[config.mk]
export PLATFORM = sky130hd
export DESIGN_NAME = apu_length_counter_sequencer
export DESIGN_NICKNAME = d
export VERILOG_FILES = /design/src/alcs_pkg.sv /design/src/alcs_in_reg.sv /design/src/alcs_chan.sv /design/src/apu_length_counter_sequencer.sv
export SDC_FILE = /design/constraint.sdc
export NUM_CORES = 1
export LEC_CHECK = 0
export BUFFER_PORTS_ARGS = -buffer_cell sky130_fd_sc_hd__buf_2
export CORE_MARGIN = 2
export CORE_UTILIZATION = 40
export CTS_CLUSTER_DIAMETER = 30
export CTS_CLUSTER_SIZE = 28
export DETAILED_ROUTE_END_ITERATION = 12
export GPL_ROUTABILITY_DRIVEN = 0
export SLEW_MARGIN = 30
export SYNTH_ARGS = -nofsm -noshare
export SYNTH_HDL_FRONTEND = slang
export SYNTH_SLANG_ARGS = --single-unit
[constraint.sdc]
create_clock -name clk_i -period 8.4 [get_ports clk_i]
set_input_delay 0.84 -clock clk_i [delete_from_list [all_inputs] [get_ports clk_i]]
set_output_delay 0.84 -clock clk_i [all_outputs]
set_load 0.02 [all_outputs]
[src/alcs_pkg.sv]
`default_nettype none

package alcs_pkg;

  localparam int unsigned CNT_W = 9;
  localparam int unsigned NUM_CH = 4;
  localparam int unsigned LEN_EN_BIT = 6;
  localparam int unsigned TRIG_BIT = 7;
  localparam int unsigned SEQ_W = 3;
  localparam logic [1:0] WAVE_CHANNEL = 2'd2;

  typedef enum logic [1:0] {
    ACT_TICK      = 2'd0,
    ACT_LENGTH    = 2'd1,
    ACT_TRIGGER   = 2'd2,
    ACT_SEQ_RESET = 2'd3
  } action_e;

  typedef struct packed {
    action_e    action;
    logic [1:0] channel;
    logic [7:0] value;
    logic       dac_on;
  } req_t;

  // broadcast from the top level to every channel lane
  typedef struct packed {
    logic       fire;
    logic       clock_len;
    logic       len_write;
    logic       trigger;
    logic       step_even;
    logic [7:0] value;
    logic       dac_on;
  } chan_ctrl_t;

endpackage

`default_nettype wire

[src/alcs_in_reg.sv]
`default_nettype none

module alcs_in_reg (
  input  wire logic          clk_i,
  input  wire logic          rst_ni,
  input  wire logic          in_valid_i,
  input  wire alcs_pkg::req_t req_i,
  input  wire logic          advance_i,
  output logic               stall_o,
  output logic               valid_o,
  output alcs_pkg::req_t     req_o
);

  logic           valid_q, valid_d;
  alcs_pkg::req_t req_q;
  logic           load;

  // the stage takes a new request when empty or when its request moves on
  assign stall_o = valid_q && !advance_i;
  assign load    = in_valid_i && !stall_o;

  always_comb begin
    valid_d = valid_q;
    if (load) begin
      valid_d = 1'b1;
    end else if (advance_i) begin
      valid_d = 1'b0;
    end
  end

  always_ff @(posedge clk_i or negedge rst_ni) begin
    if (!rst_ni) begin
      valid_q <= 1'b0;
    end else begin
      valid_q <= valid_d;
    end
  end

  always_ff @(posedge clk_i) begin
    if (load) begin
      req_q <= req_i;
    end
  end

  assign valid_o = valid_q;
  assign req_o   = req_q;

endmodule

`default_nettype wire

[src/alcs_chan.sv]
`default_nettype none

module alcs_chan #(
  parameter int unsigned MAX_LENGTH = 64
) (
  input  wire logic                          clk_i,
  input  wire logic                          rst_ni,
  input  wire alcs_pkg::chan_ctrl_t          ctrl_i,
  input  wire logic                          sel_i,
  output logic [alcs_pkg::CNT_W-1:0]         cnt_d_o,
  output logic                               on_d_o
);

  localparam logic [alcs_pkg::CNT_W-1:0] MaxLen  = alcs_pkg::CNT_W'(MAX_LENGTH);
  localparam logic [alcs_pkg::CNT_W-1:0] MaxLess = alcs_pkg::CNT_W'(MAX_LENGTH - 1);
  localparam logic [7:0]                 LenMask = 8'(MAX_LENGTH - 1);
  localparam logic [alcs_pkg::CNT_W-1:0] CntOne  = alcs_pkg::CNT_W'(1);

  logic [alcs_pkg::CNT_W-1:0] cnt_q, cnt_d;
  logic                       en_q, en_d;
  logic                       on_q, on_d;

  logic [alcs_pkg::CNT_W-1:0] trig_cnt;
  logic [alcs_pkg::CNT_W-1:0] trig_dec;
  logic                       trig_prev_en;
  logic                       new_en;
  logic                       extra_clk;

  assign new_en = ctrl_i.value[alcs_pkg::LEN_EN_BIT];

  // trigger: a zero counter reloads to max and counts as length disabled
  always_comb begin
    trig_cnt     = cnt_q;
    trig_prev_en = en_q;
    if (cnt_q == '0) begin
      trig_cnt     = MaxLen;
      trig_prev_en = 1'b0;
    end
  end

  assign extra_clk = !trig_prev_en && new_en && ctrl_i.step_even && (trig_cnt != '0);
  assign trig_dec  = trig_cnt - CntOne;

  always_comb begin
    cnt_d = cnt_q;
    en_d  = en_q;
    on_d  = on_q;
    if (ctrl_i.fire) begin
      if (ctrl_i.clock_len) begin
        if (en_q && (cnt_q != '0)) begin
          cnt_d = cnt_q - CntOne;
          if (cnt_d == '0) begin
            on_d = 1'b0;
          end
        end
      end else if (sel_i && ctrl_i.len_write) begin
        cnt_d = MaxLen - {1'b0, ctrl_i.value & LenMask};
      end else if (sel_i && ctrl_i.trigger) begin
        on_d  = 1'b1;
        cnt_d = trig_cnt;
        if (extra_clk) begin
          cnt_d = trig_dec;
          if (trig_dec == '0) begin
            if (ctrl_i.value[alcs_pkg::TRIG_BIT]) begin
              cnt_d = MaxLess;
            end else begin
              on_d = 1'b0;
            end
          end
        end
        if (!ctrl_i.dac_on) begin
          on_d = 1'b0;
        end
        en_d = new_en;
      end
    end
  end

  always_ff @(posedge clk_i or negedge rst_ni) begin
    if (!rst_ni) begin
      cnt_q <= '0;
      en_q  <= 1'b0;
      on_q  <= 1'b0;
    end else begin
      cnt_q <= cnt_d;
      en_q  <= en_d;
      on_q  <= on_d;
    end
  end

  assign cnt_d_o = cnt_d;
  assign on_d_o  = on_d;

endmodule

`default_nettype wire

[src/apu_length_counter_sequencer.sv]
// Length counters and frame sequencer of a four-channel sound unit.
// Input channel: in_valid_i / in_stall_o carry one request per cycle, made of
// action_i (tick, length write, trigger write, sequencer reset), channel_i,
// value_i and dac_on_i. A request is taken at a clock edge with in_valid_i high
// and in_stall_o low.
// Output channel: out_valid_o / out_stall_i carry one result per request:
// channel_status_o (on flags), step_now_o (sequencer step) and count_now_o
// (addressed channel's length counter), all as they stand after the request.
// A taken request passes from the request register through the channel lanes
// into the result register, where out_valid_o rises; a stalled result can hold
// it in the request register.
// Throughput is one request per cycle while no result is stalled; the state
// update of each request is finished in the cycle it leaves the request
// register, so the next request follows directly.
// While out_stall_i holds a result, a request already in the request register
// waits there and in_stall_o is high in that same cycle; an empty request
// register still takes one request first. in_stall_o falls once the result
// is taken.
// Reset clears the length counters, channel flags, the step and both valid flags.
`default_nettype none

module apu_length_counter_sequencer #(
  parameter int unsigned PULSE_MAX_LENGTH = 64,
  parameter int unsigned WAVE_MAX_LENGTH  = 256
) (
  input  wire logic                          clk_i,
  input  wire logic                          rst_ni,
  input  wire logic                          in_valid_i,
  output logic                               in_stall_o,
  input  wire logic [1:0]                    action_i,
  input  wire logic [1:0]                    channel_i,
  input  wire logic [7:0]                    value_i,
  input  wire logic                          dac_on_i,
  output logic                               out_valid_o,
  input  wire logic                          out_stall_i,
  output logic [alcs_pkg::NUM_CH-1:0]        channel_status_o,
  output logic [alcs_pkg::SEQ_W-1:0]         step_now_o,
  output logic [alcs_pkg::CNT_W-1:0]         count_now_o
);

  alcs_pkg::req_t       in_req;
  alcs_pkg::req_t       st_req;
  logic                 st_valid;
  logic                 advance;
  logic                 fire;
  alcs_pkg::chan_ctrl_t ctrl;

  logic [alcs_pkg::SEQ_W-1:0] step_q, step_d;
  logic                       out_valid_q, out_valid_d;
  logic [alcs_pkg::NUM_CH-1:0] status_q;
  logic [alcs_pkg::SEQ_W-1:0]  step_now_q;
  logic [alcs_pkg::CNT_W-1:0]  count_q;

  logic [alcs_pkg::CNT_W-1:0] cnt_next [alcs_pkg::NUM_CH];
  logic [alcs_pkg::NUM_CH-1:0] on_next;

  assign in_req.action  = alcs_pkg::action_e'(action_i);
  assign in_req.channel = channel_i;
  assign in_req.value   = value_i;
  assign in_req.dac_on  = dac_on_i;

  // result register is free or being emptied this cycle
  assign advance = !out_valid_q || !out_stall_i;
  assign fire    = st_valid && advance;

  alcs_in_reg u_in_reg (
    .clk_i     (clk_i),
    .rst_ni    (rst_ni),
    .in_valid_i(in_valid_i),
    .req_i     (in_req),
    .advance_i (advance),
    .stall_o   (in_stall_o),
    .valid_o   (st_valid),
    .req_o     (st_req)
  );

  always_comb begin
    step_d = step_q;
    case (st_req.action)
      alcs_pkg::ACT_TICK:      step_d = step_q + alcs_pkg::SEQ_W'(1);
      alcs_pkg::ACT_SEQ_RESET: step_d = '0;
      default:                 step_d = step_q;
    endcase
  end

  // counters are clocked on even steps after the advance
  assign ctrl.fire      = fire;
  assign ctrl.clock_len = (st_req.action == alcs_pkg::ACT_TICK) && !step_d[0];
  assign ctrl.len_write = (st_req.action == alcs_pkg::ACT_LENGTH);
  assign ctrl.trigger   = (st_req.action == alcs_pkg::ACT_TRIGGER);
  assign ctrl.step_even = !step_q[0];
  assign ctrl.value     = st_req.value;
  assign ctrl.dac_on    = st_req.dac_on;

  for (genvar g = 0; g < alcs_pkg::NUM_CH; g++) begin : g_chan
    alcs_chan #(
      .MAX_LENGTH((2'(g) == alcs_pkg::WAVE_CHANNEL) ? WAVE_MAX_LENGTH : PULSE_MAX_LENGTH)
    ) u_chan (
      .clk_i  (clk_i),
      .rst_ni (rst_ni),
      .ctrl_i (ctrl),
      .sel_i  (st_req.channel == 2'(g)),
      .cnt_d_o(cnt_next[g]),
      .on_d_o (on_next[g])
    );
  end

  always_comb begin
    out_valid_d = out_valid_q;
    if (fire) begin
      out_valid_d = 1'b1;
    end else if (advance) begin
      out_valid_d = 1'b0;
    end
  end

  always_ff @(posedge clk_i or negedge rst_ni) begin
    if (!rst_ni) begin
      step_q      <= '0;
      out_valid_q <= 1'b0;
    end else begin
      out_valid_q <= out_valid_d;
      if (fire) begin
        step_q <= step_d;
      end
    end
  end

  always_ff @(posedge clk_i) begin
    if (fire) begin
      status_q   <= on_next;
      step_now_q <= step_d;
      count_q    <= cnt_next[st_req.channel];
    end
  end

  assign out_valid_o      = out_valid_q;
  assign channel_status_o = status_q;
  assign step_now_o       = step_now_q;
  assign count_now_o      = count_q;

endmodule

`default_nettype wire

==> qor.yml <==
synthArstFlopShare: 0.628
row_count: 46
cts_root_buffer: "clkbuf_16"
cp-start-kind: "flip-flop"
fp.dieH_um: 130
dieArea_um2: 17000
ant_nets: 0
maxCapViolCount: 0
clock_path_buffers: 2
top_usage_layer: "met2"
crit_arrival_ns: 4.12
grt_max_degree: 50
status: "finished, final reports clean"
ir_worst_vdd_v: 0.000127
hold_class: "flip-flop to flip-flop"
fp.coreArea_um2: 15800
drc: 0
io_pins: 35
clk_pin_slew_worst_paths_ns: 0.06
critPathMaxFanout: 10
slew_violations: 0
finalClockSkew_ns: 0.00813
cts_made_buffers: 9
synth_cell_types: 86
most-common-layout-cells: "76 x nand2_1, 76 x nor2_1, 55 x a21oi_1"
drtPass1Iterations: 6
ys.flop_type: "dfrtp_1"
syn_avg_cell_area_um2: 8.06
postSynthCellCount: 794
post-cts-setup-buffers: 0
overflow: 0
met2_usage: 0.420
met1_usage: 0.366
clock_tree.htree_level_count: 3
grt.met3_usage: 0.0546
n_antenna_cell: 0
layout.cells.non_filler: 1010
fin_util: 0.442
max-slew-margin-rel: 0.385
power.density_nw_per_um2: 279
worst_pin_slew_ns: 0.914
synth_area_um2: 6400
required_ns: 8.51
portBuffers: 34
grt_pass1_vias: 6271
area_growth_pct: 8.88
rsz0062_at_grt: "no"
vias_per_cell: 6.79
period_share: 0.477
cts_resized: 0
p_total_uw: 1940
cts_tree: "built"
period_needed_ns: 4.00
drive_above_1_share: 0.117
wl_per_cell_um: 22.5
antenna_found_initial: 0
cts_sinks: 78
clock.fmax_ghz: 0.250
p_leak_uw: 0.00265
endpoint_kind: "flip-flop"
vias: 6859
hold_ws_ns: 0.508
synth-seq-cells: 78
cts_hold_buf: 0
critPathKind: "flip-flop to flip-flop"
start_util: 0.406
syn-num-nets: 828
synth_seq_area_share: 0.328
dp.cells: 994
dp_hpwl_um: 15900
clk_latency_ns: 0.35
synth_enable_flop_cells: 29
routed_wl_um: 22700
setup_viol: 0
yosys_warnings: 0
grt_use_total: 0.270
hold_viol: 0
die_w_um: 130
grt_pass1_wl_um: 35200
nNetsFinal: 823
dr.first_iter.drc_count: 1225
setup_tns_ns: 0
[logic make-up after synthesis]
| logic type | after synthesis | synth area share |
|---|---|---|
| adder cells (fa/ha/maj) | 17 | 0.0332 |
| flip-flops | 78 | 0.328 |
| buffers and inverters | 88 | 0.0546 |
| AND/OR/NAND/NOR | 316 | 0.247 |
| XOR/XNOR | 19 | 0.0272 |
| multiplexers | 18 | 0.0338 |
| AO/OA/AOI/OAI | 258 | 0.277 |
[layout make-up]
type,instances,area (um2)
multi-input combinational,628,3960
fill,1604,8800
clock buffer,12,246
inverter,29,109
timing repair buffer,43,238
tap,216,270
sequential,78,2100
clock inverter,4,47.5
[where the power goes]
group | switching (uW) | internal (uW) | leakage, uW
sequential | 180 | 490 | 0.000896
combinational | 547 | 319 | 0.00161
clock | 167 | 238 | 0.000144
total | 894 | 1050 | 0.00265
[path summary, 6_finish.rpt]
| kind | from | endpoint | slack (ns) | depth (start not counted) |
|---|---|---|---|---|
| setup reg to reg | g_chan[2].u_chan.cnt_q[0] | count_now_o[4] | 4.40 | 10 |
| hold / removal | u_in_reg.valid_o | out_valid_o | 0.51 | 1 |
| hold reg to reg | u_in_reg.valid_o | out_valid_o | 0.51 | 1 |
| min in group asynchronous | rst_ni | g_chan[2].u_chan.cnt_q[7] | 0.63 | 2 |
| max in group asynchronous | rst_ni | g_chan[3].u_chan.cnt_q[5] | 7.29 | 2 |
| setup / recovery | g_chan[2].u_chan.cnt_q[0] | count_now_o[4] | 4.40 | 10 |
[state kept, by name (all words and copies together), names as in the netlist]
name / count
count_now_o: 9
step_now_o: 3
step_q: 3
u_in_reg.req_o: 13
g_chan.u_chan.on_q: 4
u_in_reg.valid_o: 1
out_valid_o: 1
channel_status_o: 4
g_chan.u_chan.en_q: 4
g_chan.u_chan.cnt_q: 36
[cells in the mapped netlist, types with 4 or more instances]
library cell | n | area, um2
a211oi_1 | 6 | 45.0
a21oi_1 | 55 | 275
a22oi_1 | 4 | 30.0
a31o_2 | 5 | 43.8
a31oi_1 | 19 | 119
a32oi_1 | 5 | 43.8
and2_1 | 10 | 62.6
and3_1 | 9 | 56.3
buf_1 | 6 | 22.5
clkbuf_1 | 48 | 180
dfrtp_1 | 49 | 1230
edfxtp_1 | 29 | 871
ha_1 | 17 | 213
inv_1 | 28 | 105
mux2_2 | 9 | 101
mux2i_1 | 7 | 70.1
nand2_1 | 76 | 285
nand2b_1 | 5 | 31.3
nand3_1 | 35 | 175
nand4_1 | 6 | 37.5
nor2_1 | 76 | 285
nor2b_1 | 5 | 31.3
nor3_1 | 37 | 185
nor4_1 | 14 | 87.6
nor4b_1 | 5 | 43.8
o211ai_1 | 12 | 90.1
o21a_1 | 5 | 37.5
o21ai_0 | 52 | 260
o221ai_1 | 7 | 61.3
o22ai_1 | 11 | 68.8
o31a_1 | 6 | 52.6
o31ai_1 | 11 | 82.6
o32ai_1 | 4 | 35.0
o41ai_1 | 7 | 61.3
or3_1 | 9 | 56.3
or4_1 | 4 | 30.0
xnor2_1 | 12 | 105
xor2_1 | 6 | 52.6
[critical path, cell delays in order, from the launching register on]
cell and delay (ns):
dfrtp_1 0.47, inv_1 0.15, ha_1 0.22, nor4b_1 0.61
a21oi_1 0.42, nor3_2 0.68, a21oi_1 0.14, o221ai_1 0.22
nand3_1 0.20, a222oi_1 0.38, a21bo_2 0.26
[routing by layer]
metal,up-vias,wire length [um]
li1,2989,-
met1,3265,9100
met2,524,10000
met3,81,2680
met4,0,913
met5,-,0
[per-stage QoR]
step | setup WS, ns | area [um2]
detailed placement | 4.38 | 6670
CTS | 4.51 | 6960
global route | 4.09 | 6970
floorplan | 5.14 | 6400
finish | 4.40 | 6970
global placement | 4.43 | 6670
Power figures use the tool's default switching activity.
